===== src/sv/aifc_pkg.sv =====
package aifc_pkg;

  localparam int SECTOR_BYTES = 2048;
  localparam int IDX_W        = $clog2(SECTOR_BYTES + 1);
  localparam int POS_W        = 34;
  localparam int START_W      = 12;
  localparam int WORD_W       = 32;

  localparam logic [WORD_W-1:0] TAG_FORM = 32'h464F524D;
  localparam logic [WORD_W-1:0] TAG_AIFC = 32'h41494643;
  localparam logic [WORD_W-1:0] TAG_SSND = 32'h53534E44;

  localparam logic [POS_W-1:0] HDR_FIRST      = 34'd12;
  localparam logic [POS_W-1:0] SSND_DATA_OFFS = 34'd16;
  localparam logic [POS_W-1:0] HDR_LEN        = 34'd8;

  localparam logic [IDX_W-1:0] IDX_FORM_TAG  = IDX_W'(3);
  localparam logic [IDX_W-1:0] IDX_FORM_SIZE = IDX_W'(7);
  localparam logic [IDX_W-1:0] IDX_AIFC_TAG  = IDX_W'(11);
  localparam logic [IDX_W:0]   MIN_BYTES     = (IDX_W + 1)'(12);

  localparam logic [2:0] ST_FOUND    = 3'd0;
  localparam logic [2:0] ST_SHORT    = 3'd1;
  localparam logic [2:0] ST_NOT_FORM = 3'd2;
  localparam logic [2:0] ST_NOT_AIFC = 3'd3;
  localparam logic [2:0] ST_NO_SSND  = 3'd4;

  typedef enum logic [2:0] {
    PH_FORM_TAG  = 3'd0,
    PH_FORM_SIZE = 3'd1,
    PH_AIFC_TAG  = 3'd2,
    PH_WALK      = 3'd3,
    PH_BAD_FORM  = 3'd4,
    PH_BAD_AIFC  = 3'd5,
    PH_PAST_END  = 3'd6
  } aifc_phase_t;

  // One byte after assembly: the word ending at this byte and where it sits.
  typedef struct packed {
    logic [WORD_W-1:0] word;
    logic [IDX_W-1:0]  idx;
    logic              in_sector;
    logic              last;
  } aifc_entry_t;

endpackage


===== src/sv/aifc_ssnd_chunk_locator.sv =====
// Sound-chunk locator for one sector of an AIFF-C stream, one byte per item.
// Throughput: one byte per cycle while the result side keeps up.
// A result on out_valid is registered: the byte that causes it passes
// first through the byte queue and then the parser's output register.
// Reset (synchronous, rst_n low) empties the queue and restarts at offset zero.
module aifc_ssnd_chunk_locator (
  input  logic        clk,
  input  logic        rst_n,
  input  logic        in_valid,
  output logic        in_ready,
  input  logic [7:0]  in_data_byte,
  input  logic        in_last_byte,
  output logic        out_valid,
  input  logic        out_ready,
  output logic [2:0]  out_status,
  output logic [11:0] out_audio_start,
  output logic [31:0] out_audio_size
);
  import aifc_pkg::*;

  logic        push, full, pop, ent_valid;
  aifc_entry_t push_entry, ent;

  assign in_ready = !full;

  aifc_front u_front (
    .clk          (clk),
    .rst_n        (rst_n),
    .in_valid     (in_valid),
    .in_ready     (in_ready),
    .in_data_byte (in_data_byte),
    .in_last_byte (in_last_byte),
    .push         (push),
    .push_entry   (push_entry)
  );

  aifc_fifo u_fifo (
    .clk        (clk),
    .rst_n      (rst_n),
    .push       (push),
    .push_entry (push_entry),
    .full       (full),
    .pop        (pop),
    .pop_valid  (ent_valid),
    .pop_entry  (ent)
  );

  aifc_back u_back (
    .clk             (clk),
    .rst_n           (rst_n),
    .ent_valid       (ent_valid),
    .ent             (ent),
    .pop             (pop),
    .out_valid       (out_valid),
    .out_ready       (out_ready),
    .out_status      (out_status),
    .out_audio_start (out_audio_start),
    .out_audio_size  (out_audio_size)
  );

endmodule


===== src/sv/aifc_front.sv =====
module aifc_front (
  input  logic                 clk,
  input  logic                 rst_n,
  input  logic                 in_valid,
  input  logic                 in_ready,
  input  logic [7:0]           in_data_byte,
  input  logic                 in_last_byte,
  output logic                 push,
  output aifc_pkg::aifc_entry_t push_entry
);
  import aifc_pkg::*;

  logic [IDX_W-1:0]  idx_r, idx_nxt;
  logic [WORD_W-1:0] word_r, word_nxt;
  logic              in_sector;

  assign push      = in_valid && in_ready;
  assign in_sector = idx_r < IDX_W'(SECTOR_BYTES);

  always_comb begin
    word_nxt = in_sector ? {word_r[WORD_W-9:0], in_data_byte} : word_r;
    idx_nxt  = in_sector ? idx_r + IDX_W'(1) : idx_r;
    push_entry.word      = word_nxt;
    push_entry.idx       = idx_r;
    push_entry.in_sector = in_sector;
    push_entry.last      = in_last_byte;
  end

  always_ff @(posedge clk) begin
    if (!rst_n) begin
      idx_r  <= '0;
      word_r <= '0;
    end else if (push) begin
      if (in_last_byte) begin
        idx_r  <= '0;
        word_r <= '0;
      end else begin
        idx_r  <= idx_nxt;
        word_r <= word_nxt;
      end
    end
  end

endmodule


===== src/sv/aifc_fifo.sv =====
module aifc_fifo (
  input  logic                  clk,
  input  logic                  rst_n,
  input  logic                  push,
  input  aifc_pkg::aifc_entry_t push_entry,
  output logic                  full,
  input  logic                  pop,
  output logic                  pop_valid,
  output aifc_pkg::aifc_entry_t pop_entry
);
  import aifc_pkg::*;

  aifc_entry_t mem_r [2];
  logic        wr_ptr_r, rd_ptr_r;
  logic [1:0]  count_r;
  logic        do_pop;

  assign full      = count_r == 2'd2;
  assign pop_valid = count_r != 2'd0;
  assign pop_entry = mem_r[rd_ptr_r];
  assign do_pop    = pop && pop_valid;

  always_ff @(posedge clk) begin
    if (push) begin
      mem_r[wr_ptr_r] <= push_entry;
    end
  end

  always_ff @(posedge clk) begin
    if (!rst_n) begin
      wr_ptr_r <= 1'b0;
      rd_ptr_r <= 1'b0;
      count_r  <= 2'd0;
    end else begin
      if (push) begin
        wr_ptr_r <= ~wr_ptr_r;
      end
      if (do_pop) begin
        rd_ptr_r <= ~rd_ptr_r;
      end
      count_r <= count_r + {1'b0, push} - {1'b0, do_pop};
    end
  end

`ifndef NO_ASSERTIONS
  a_no_overflow: assert property (@(posedge clk) disable iff (!rst_n)
    count_r != 2'd3)
    else $error("queue count out of range");
  a_ptr_track: assert property (@(posedge clk) disable iff (!rst_n)
    (count_r == 2'd0 || count_r == 2'd2) |-> wr_ptr_r == rd_ptr_r)
    else $error("queue pointers disagree with count");
  a_full_no_push: assert property (@(posedge clk) disable iff (!rst_n)
    full |-> !push)
    else $error("push into a full queue");
`endif

endmodule


===== src/sv/aifc_back.sv =====
module aifc_back (
  input  logic                  clk,
  input  logic                  rst_n,
  input  logic                  ent_valid,
  input  aifc_pkg::aifc_entry_t ent,
  output logic                  pop,
  output logic                  out_valid,
  input  logic                  out_ready,
  output logic [2:0]            out_status,
  output logic [11:0]           out_audio_start,
  output logic [31:0]           out_audio_size
);
  import aifc_pkg::*;

  aifc_phase_t        phase_r, phase_nxt;
  logic [WORD_W-1:0]  form_size_r, form_size_nxt;
  logic [WORD_W-1:0]  chunk_tag_r, chunk_tag_nxt;
  logic [POS_W-1:0]   hdr_pos_r, hdr_pos_nxt;
  logic               reported_r, reported_nxt;

  logic               out_valid_r;
  logic [2:0]         status_r, status_nxt;
  logic [START_W-1:0] start_r, start_nxt;
  logic [WORD_W-1:0]  size_r, size_nxt;
  logic               emit;

  logic [POS_W-1:0]   idx_w;
  logic [POS_W-1:0]   body_len;
  logic [IDX_W:0]     taken;
  logic               tag_hit, size_hit, past_end;

  assign pop             = ent_valid && (!out_valid_r || out_ready);
  assign out_valid       = out_valid_r;
  assign out_status      = status_r;
  assign out_audio_start = start_r;
  assign out_audio_size  = size_r;

  assign idx_w    = POS_W'(ent.idx);
  assign tag_hit  = idx_w == hdr_pos_r + POS_W'(3);
  assign size_hit = idx_w == hdr_pos_r + POS_W'(7);
  assign past_end = hdr_pos_r >= (POS_W'(form_size_r) + HDR_LEN);
  // Chunk bodies are padded to an even length.
  assign body_len = (POS_W'(ent.word) + POS_W'(1)) & ~POS_W'(1);
  assign taken    = ent.in_sector ? {1'b0, ent.idx} + (IDX_W + 1)'(1) : {1'b0, ent.idx};

  always_comb begin
    phase_nxt     = phase_r;
    form_size_nxt = form_size_r;
    chunk_tag_nxt = chunk_tag_r;
    hdr_pos_nxt   = hdr_pos_r;
    reported_nxt  = reported_r;
    emit          = 1'b0;
    status_nxt    = status_r;
    start_nxt     = start_r;
    size_nxt      = size_r;

    if (pop) begin
      if (!reported_r && ent.in_sector) begin
        unique case (phase_r)
          PH_FORM_TAG: begin
            if (ent.idx == IDX_FORM_TAG) begin
              phase_nxt = (ent.word == TAG_FORM) ? PH_FORM_SIZE : PH_BAD_FORM;
            end
          end
          PH_FORM_SIZE: begin
            if (ent.idx == IDX_FORM_SIZE) begin
              form_size_nxt = ent.word;
              phase_nxt     = PH_AIFC_TAG;
            end
          end
          PH_AIFC_TAG: begin
            if (ent.idx == IDX_AIFC_TAG) begin
              phase_nxt = (ent.word == TAG_AIFC) ? PH_WALK : PH_BAD_AIFC;
            end
          end
          PH_WALK: begin
            if (tag_hit) begin
              chunk_tag_nxt = ent.word;
            end else if (size_hit) begin
              if (past_end) begin
                phase_nxt = PH_PAST_END;
              end else if (chunk_tag_r == TAG_SSND) begin
                emit         = 1'b1;
                reported_nxt = 1'b1;
                status_nxt   = ST_FOUND;
                start_nxt    = START_W'(hdr_pos_r + SSND_DATA_OFFS);
                size_nxt     = ent.word - WORD_W'(8);
              end else begin
                hdr_pos_nxt = hdr_pos_r + HDR_LEN + body_len;
              end
            end
          end
          default: ;
        endcase
      end

      if (ent.last) begin
        if (!reported_nxt) begin
          emit      = 1'b1;
          start_nxt = '0;
          size_nxt  = '0;
          if (taken < MIN_BYTES) begin
            status_nxt = ST_SHORT;
          end else if (phase_nxt == PH_BAD_FORM) begin
            status_nxt = ST_NOT_FORM;
          end else if (phase_nxt == PH_BAD_AIFC) begin
            status_nxt = ST_NOT_AIFC;
          end else begin
            status_nxt = ST_NO_SSND;
          end
        end
        phase_nxt     = PH_FORM_TAG;
        form_size_nxt = '0;
        chunk_tag_nxt = '0;
        hdr_pos_nxt   = HDR_FIRST;
        reported_nxt  = 1'b0;
      end
    end
  end

  always_ff @(posedge clk) begin
    if (!rst_n) begin
      phase_r     <= PH_FORM_TAG;
      form_size_r <= '0;
      chunk_tag_r <= '0;
      hdr_pos_r   <= HDR_FIRST;
      reported_r  <= 1'b0;
      out_valid_r <= 1'b0;
    end else begin
      phase_r     <= phase_nxt;
      form_size_r <= form_size_nxt;
      chunk_tag_r <= chunk_tag_nxt;
      hdr_pos_r   <= hdr_pos_nxt;
      reported_r  <= reported_nxt;
      if (emit) begin
        out_valid_r <= 1'b1;
      end else if (out_ready) begin
        out_valid_r <= 1'b0;
      end
    end
  end

  always_ff @(posedge clk) begin
    if (emit) begin
      status_r <= status_nxt;
      start_r  <= start_nxt;
      size_r   <= size_nxt;
    end
  end

`ifndef NO_ASSERTIONS
  a_report_in_walk: assert property (@(posedge clk) disable iff (!rst_n)
    reported_r |-> phase_r == PH_WALK)
    else $error("report flag set outside the chunk walk");
  a_hdr_even: assert property (@(posedge clk) disable iff (!rst_n)
    hdr_pos_r[0] == 1'b0)
    else $error("chunk header position is odd");
  a_sector_restart: assert property (@(posedge clk) disable iff (!rst_n)
    (pop && ent.last) |=> (!reported_r && phase_r == PH_FORM_TAG && hdr_pos_r == HDR_FIRST))
    else $error("state not restarted after the final byte");
  a_no_overwrite: assert property (@(posedge clk) disable iff (!rst_n)
    (out_valid_r && !out_ready) |-> !emit)
    else $error("result overwritten before it was taken");
`endif

endmodule

===== config.mk =====
export PLATFORM = sky130hd
export DESIGN_NAME = aifc_ssnd_chunk_locator
export DESIGN_NICKNAME = d
export VERILOG_FILES = /design/src/sv/aifc_pkg.sv /design/src/sv/aifc_ssnd_chunk_locator.sv /design/src/sv/aifc_front.sv /design/src/sv/aifc_fifo.sv /design/src/sv/aifc_back.sv
export SDC_FILE = /design/constraint.sdc
export NUM_CORES = 1
export LEC_CHECK = 0
export ABC_AREA = 1
export BUFFER_PORTS_ARGS = -buffer_cell sky130_fd_sc_hd__buf_2
export CAP_MARGIN = 20
export CORE_ASPECT_RATIO = 0.8
export CORE_MARGIN = 4
export CORE_UTILIZATION = 30
export CTS_BUF_LIST = sky130_fd_sc_hd__clkbuf_4 sky130_fd_sc_hd__clkbuf_8
export DETAILED_ROUTE_END_ITERATION = 8
export PLACE_DENSITY = 0.42
export SYNTH_ARGS = -nofsm -noshare
export SYNTH_HDL_FRONTEND = slang
export SYNTH_SLANG_ARGS = --single-unit

===== constraint.sdc =====
create_clock -name clk -period 8.5 [get_ports clk]
set_input_delay 1.7 -clock clk [delete_from_list [all_inputs] [get_ports clk]]
set_output_delay 1.7 -clock clk [all_outputs]
set_load 0.01 [all_outputs]

==> flow_summary_export.csv, run 1 <==
group,metric,value,unit
sta,finalSetupViolCount,0,
die,core_area,66000,um^2
min_path,min_path_cells,1,
setup_path,worstPathRequired,9.05,ns
power_and_ir_drop,power_frac_seq,29.6,%
grt,first_global_vias,18500,
clocking,cts_root_buf,"clkbuf_8",
routing,vias_per_cell,5.14,
die,fp.dieArea,71200,um^2
final_layout,drive_gt1_share,9.57,%
place,place_hpwl,63.0,mm
sta,rsz0062_at_grt,"no",
routing,wl,80.9,mm
sta,hold_viol,0,
die,top_level_ports,62,
setup_path,arrival,6.57,ns
routing,routedWlPerCell,21.3,um
setup_path,crit_path_max_fanout,41,
grt,use_met2,32.8,%
power_and_ir_drop,p_sw,3.45,mW
die,start_util,30.5,%
sta,worst_slack,2.48,ns
power_and_ir_drop,power.total,6.97,mW
final_layout,nFillCells,7289,
setup_path,reg2reg_slack,2.48,ns
setup_path,worst-setup-path-type,"flip-flop to flip-flop",
place,io_buffers,61,
clocking,clk_pin_slew,0.06,ns
routing,drt_pass1_iterations,5,
grt,grt_usage,21.9,%
power_and_ir_drop,p_per_area,311,nW/um^2
clocking,htree_levels,2,
grt,met3_usage,4.95,%
grt,use_met1,31.8,%
clocking,post_cts_buffers,0,
setup_path,startpoint_type,"flip-flop",
clocking,numCtsBuffers,51,
sta,slew_headroom,27.8,%
synthesis,synthesis.nets,2971,
die,die_y,240,um
synthesis,synth-async-reset-ratio,0,%
final_layout,layout.area.seq,7200,um^2
final_layout,area_delta_synth_final,11.3,%
synthesis,synth_edf_count,139,
grt,grt_pass1_wl,117,mm
power_and_ir_drop,p_leak,9.38,nW
clocking,cts_hold_buf,0,
power_and_ir_drop,p_sw_share,49.5,%
final_layout,diodes,0,
power_and_ir_drop,ir_drop,148,uV
power_and_ir_drop,p_comb_share,51.2,%
setup_path,crit_path_max_incr_delay,0.55,ns
setup_path,critPathCaptureType,"flip-flop",
grt,grt_max_degree,65,
sta,slew_violations,0,
final_layout,fin_nets,3029,
final_layout,multi_input_area,11300,um^2
sta,setup_tns,0,ns
synthesis,synth_area_per_cell,7.06,um^2
sta,whs,0.459,ns
synthesis,synth_area,20100,um^2
synthesis,synth-main-ff-cell,"dfxtp_1",
power_and_ir_drop,p_clk_share,19.2,%
clocking,clk_path_buf_depth,3,
synthesis,synthTopCellsByArea,"edfxtp_1 (21%), dfxtp_1 (15%), nand2_1 (13%)",
sta,period_share,70.8,%
die,row_count,84,
grt,grt-ovfl-total,0,
setup_path,worstRegToRegCells,28,
sta,worstMarginPinSlew,1.08,ns
grt,antenna_found_initial,0,
synthesis,yosysSeqAreaShare,35.8,%
clocking,cts_resized,0,
synthesis,ys_warn_count,0,
routing,via_count,19600,
routing,drtAntennaViolNets,0,
sta,fmax,166,MHz
sta,clock_skew,0.0314,ns
setup_path,crit_slowest_cell,"dfxtp_2",
routing,route.detailed.drc,0,
synthesis,netlist.top_cell.by_area,"edfxtp_1",
power_and_ir_drop,intPower,3.52,mW
routing,drtIter0Drc,1592,
synthesis,ys_ff_latch,290,
clocking,cts_sinks,290,
sta,fin_crit,6.02,ns
synthesis,yosys-top-cells-count,"nand2_1 (720), nor2_1 (422), inv_1 (314), a21oi_1 (162), dfxtp_1 (151)",
setup_path,r2r-end,"u_back.hdr_pos_r[29]",
synthesis,synth_top_area_share,20.8,%
synthesis,synth_cell_types,53,
place,routabilityCongestion,1.01,
synthesis,yosysMostFrequentCell,"nand2_1",
place,post-place-ws,2.50,ns
min_path,hold_start,"u_fifo.rd_ptr_r",
outcome,status,"finished clean",
job,drv_cap,0,
clocking,cts_tree,"done",
min_path,min_path_type,"flip-flop to flip-flop",
synthesis,netlist_instances,2849,
die,die_w,297,um
grt,grt-busiest-layer,"met2",
min_path,hold_end,"u_fifo.rd_ptr_r",
clocking,clock_latency,0.64,ns
==> layout by cell type (no fill, tap or decap), types with 4 or more instances in the layout <==
cell type	instances
a22oi_1	32
o21ai_2	11
nor2_1	418
a21oi_1	162
xnor2_1	18
nor3b_1	4
nor2_4	10
o21ai_0	134
nand4_1	82
nor3_1	58
nor4_1	13
dfxtp_1	150
nand2_2	12
o21ai_1	10
clkbuf_4	20
o211a_1	7
inv_2	9
clkinv_1	11
a31oi_1	7
nand2_1	719
nor2_2	23
edfxtp_1	139
inv_1	313
or2_2	9
buf_2	61
xor2_1	94
and3_1	8
clkbuf_8	57
nand3_1	143
o21bai_1	5
buf_4	30
ha_1	108
o211ai_1	5
nor3_2	21
a211oi_1	7
==> layer usage <==
layer / vias up / part of all wire (%)
met5: - / 0.094
li1: 9520 / -
met3: 107 / 7.6
met1: 9295 / 48
met2: 635 / 42
met4: 2 / 2.4
==> sequential cells by signal, summed over array words and instances, names as in the netlist, named ones only <==
register                cells
u_back.chunk_tag_r         32
u_back.form_size_r         32
u_back.hdr_pos_r           33
u_back.out_audio_size      32
u_back.out_audio_start     12
u_back.out_status           3
u_back.out_valid            1
u_back.phase_r              3
u_back.reported_r           1
u_fifo.count_r              2
u_fifo.mem_r               92
u_fifo.rd_ptr_r             1
u_fifo.wr_ptr_r             1
u_front.idx_r              12
u_front.word_r             32
==> final cells by class <==
cell class	count	area share, %
clock inverter	17	0.531
tap	860	4.81
inverter	324	5.43
sequential	290	32.2
clock buffer	76	4.14
multi-input combinational	2147	50.4
timing repair buffer	93	2.53
==> worst max-delay path: cells and delay by family, from the launching register on <==
family	cells	cell delay, ns
buf+inv	4	1.05
compound gates	7	1.64
fa+ha+maj	2	0.64
flops	1	0.55
simple gates	15	2.02
==> kinds of logic (layout without fill, tap and decap cells) <==
| kind of cell | after synthesis | after routing | share of synthesized area, % |
|---|---|---|---|
| adders and majority gates | 109 | 109 | 6.82 |
| and+or+nand+nor | 1532 | 1532 | 33.2 |
| muxes | 1 | 1 | 0.0498 |
| buffers and inverters | 412 | 510 | 8.28 |
| DFF | 290 | 290 | 35.8 |
| xor gates and xnor gates | 113 | 113 | 4.96 |
| AOI/OAI and AO/OA | 392 | 392 | 10.9 |
==> how the worst max path moves through the flow <==
stage | startpoint | to | slack [ns] | cells after the start
2_1_floorplan | u_back.form_size_r[3] | u_back.out_audio_size[0] | 3.50 | 26
5_1_grt | flip-flop | u_back.hdr_pos_r[29] | 1.76 | 28
3_3_place_gp | flip-flop | u_back.hdr_pos_r[29] | 2.65 | 30
6_report | flip-flop | u_back.hdr_pos_r[29] | 2.48 | 28
3_5_place_dp | flip-flop | u_back.hdr_pos_r[29] | 2.50 | 28
4_1_cts | flip-flop | u_back.hdr_pos_r[29] | 2.44 | 28
==> power groups by stage <==
stage	registers, mW	clock network, mW	logic, mW
finish	2.06	1.34	3.57
global route	2.10	1.45	3.92
CTS	2.06	1.39	3.52
detailed placement	2.09	0	3.50
global placement	2.09	0	3.50
floorplan	2.02	0	2.27
==> through the flow <==
stage,util [%],std cells,cell area (um^2)
after global placement,32.3,3711,21300
after global routing,33.9,3807,22400
after floorplan,-,2849,20100
final,33.9,3807,22400
after detailed placement,32.3,3711,21300
after CTS,33.8,3804,22300
Note: power is estimated with default switching activity, not from simulation.
==> run 2, diff against run 1 <==
Clock period 8.5 ns to 5.65 ns, I/O delays scaled along.
==> run 2 against run 1 <==
Largest cell class unchanged. Sequential power up 49%. First-iteration DRC count up 9.2%. Cell count up 0.60%. Highest routed layer is now met4.
==> flow_summary_export.csv, run 2 (synthesized netlist as in run 1, its figures left out) <==
group,metric,value,unit
routing,wl,80.0,mm
place,post-place-ws,0.396,ns
place,routabilityCongestion,0.969,
clocking,post_cts_buffers,0,
power_and_ir_drop,intPower,5.54,mW
clocking,cts_root_buf,"clkbuf_8",
setup_path,worst-path-stages,26,
die,fp.dieArea,71200,um^2
power_and_ir_drop,p_leak,9.56,nW
setup_path,reg2reg_slack,0.40,ns
job,drv_cap,0,
final_layout,drive_gt1_share,10.6,%
final_layout,largest-register,"u_fifo.mem_r",
routing,drtAntennaViolNets,0,
setup_path,crit_path_max_incr_delay,0.41,ns
power_and_ir_drop,p_per_area,473,nW/um^2
min_path,hold_start,"u_back.chunk_tag_r[9]",
clocking,cts_tree,"done",
routing,via_count,19500,
sta,whs,0.452,ns
routing,wl_met1,39.2,mm
clocking,clk_pin_slew,0.06,ns
clocking,clock_latency,0.63,ns
clocking,cts_hold_buf,0,
setup_path,worst-setup-path-type,"flip-flop to flip-flop",
clocking,numCtsBuffers,52,
routing,dr.max_layer_used,"met4",
place,place_hpwl,63.0,mm
sta,worst_slack,0.400,ns
die,core_area,66000,um^2
place,io_buffers,61,
final_layout,area_delta_synth_final,13.0,%
routing,drt_pass1_iterations,6,
routing,met2_length,32.8,mm
sta,hold_viol,0,
final_layout,layout_common_cells,"nand2_1 (719), nor2_1 (418), inv_1 (313), a21oi_1 (162), dfxtp_1 (150)",
routing,drtIter0Drc,1738,
sta,fin_crit,5.25,ns
clocking,cts_sinks,290,
die,start_util,30.5,%
power_and_ir_drop,p_sw_share,48.5,%
setup_path,path_common_cell,"nand2_1",
grt,grt_usage,21.8,%
final_layout,reg_top3,"u_fifo.mem_r x92, u_back.hdr_pos_r x33",
power_and_ir_drop,p_sw,5.21,mW
power_and_ir_drop,ir_drop,188,uV
setup_path,crit_family,"simple AND/OR/NAND/NOR gates",
setup_path,worstPathRequired,6.12,ns
setup_path,arrival,5.72,ns
grt,grt_max_degree,64,
die,die_y,240,um
setup_path,crit_buf_inv,3,
routing,wl_met3,6.21,mm
place,place_inst,3730,
routing,vias_per_cell,5.09,
min_path,min_path_cells,2,
outcome,status,"finished clean",
setup_path,worstRegToRegCells,26,
power_and_ir_drop,power_frac_seq,28.5,%
sta,fmax,190,MHz
sta,rsz0062_at_grt,"no",
setup_path,crit_slowest_cell,"dfxtp_2",
routing,routedWlPerCell,20.9,um
setup_path,critPathCaptureType,"flip-flop",
power_and_ir_drop,p_clk_share,20.5,%
grt,grt_pass1_wl,117,mm
die,die_w,297,um
die,top_level_ports,62,
clocking,htree_levels,2,
grt,first_global_vias,18500,
sta,finalSetupViolCount,0,
clocking,clk_path_buf_depth,3,
setup_path,startpoint_type,"flip-flop",
min_path,min_path_type,"flip-flop to flip-flop",
final_layout,fin_cells,3830,
power_and_ir_drop,p_comb_share,51.0,%
grt,grt-ovfl-total,0,
sta,worstMarginPinSlew,1.08,ns
die,row_count,84,
setup_path,crit_path_max_fanout,13,
final_layout,largest_register_ffs,92,
routing,route.detailed.drc,0,
power_and_ir_drop,power.total,10.7,mW
sta,slew_violations,0,
final_layout,final_common_cell,"nand2_1",
sta,setup_tns,0,ns
sta,period_share,92.9,%
sta,clock_skew,0.0417,ns
final_layout,fin_nets,3048,
grt,antenna_found_initial,0,
sta,slew_headroom,26.2,%
final_layout,nFillCells,7166,
run 2: cell count changes in the layout (fill, tap and decap cells not counted), moves of 2 or more:
cell and change:
clkinv_1 -7, nor3_1 -2, clkbuf_8 +6, nor3_2 +2
clkbuf_4 +3, buf_12 +5, buf_4 +13
run 2: timing repair:
| item | CTS | global route |
|---|---|---|
| endpoints found under the setup margin | 0 | 51 |
| endpoints found under the hold margin | 0 | 0 |
| gates resized for setup | 0 | 3 |
run 2: power by group through the flow:
stage                     clock network, mW  registers, mW  logic (mW)
after floorplan                           0           3.03        3.42
after global placement                    0           3.10        5.41
after detailed placement                  0           3.11        5.41
after CTS                              2.28           3.07        5.44
after global routing                   2.38           3.12        6.06
final                                  2.20           3.07        5.48
run 2: through the flow:
step / cell area, um^2 / util (%)
after global routing: 22700 / 34.4
after detailed placement: 21500 / 32.6
after global placement: 21500 / 32.5
final: 22700 / 34.4
after CTS: 22700 / 34.3
after floorplan: 20100 / -
run 2: worst paths after layout:
check / endpoint
worst min-delay path: u_back.chunk_tag_r[9]
worst max register to register: u_back.hdr_pos_r[32]
worst max-delay path: u_back.hdr_pos_r[32]
worst min register to register: u_back.chunk_tag_r[9]
run 2: area by class of cell:
cell class,count,area (um^2),share of cell area [%]
clock buffers,85,1030,4.54
clock inverters,12,129,0.567
inverters,324,1220,5.35
multi-input cells,2147,11300,49.7
repair buffers,111,763,3.36
well taps,860,1080,4.74
flip-flops and latches,290,7200,31.7
diodes,1,2.50,0.0110
run 2: worst reg2reg max path, cell delays in order (launching register included):
cell      delay (ns)
dfxtp_2         0.41
inv_2           0.14
o21ai_2         0.41
nand2_1         0.12
nor2_2          0.20
nand2_1         0.13
nor2_2          0.23
nand2_1         0.11
nor2_1          0.14
nand2_1         0.15
nor4_4          0.22
nand4_1         0.28
nor2_1          0.20
xor2_1          0.17
inv_1           0.09
ha_1            0.28
ha_1            0.36
inv_1           0.08
o21ai_0         0.40
a21boi_0        0.22
o21ai_0         0.21
a21oi_1         0.06
nand2_1         0.11
xor2_1          0.15
nor2_1          0.05
nand4_1         0.11
a21oi_1         0.08
run 2: metal layers:
metal	GRT usage, %	vias up
li1	-	9549
met1	32.1	9233
met3	5.31	87
met2	31.7	626
met5	0	-
met4	5.18	0
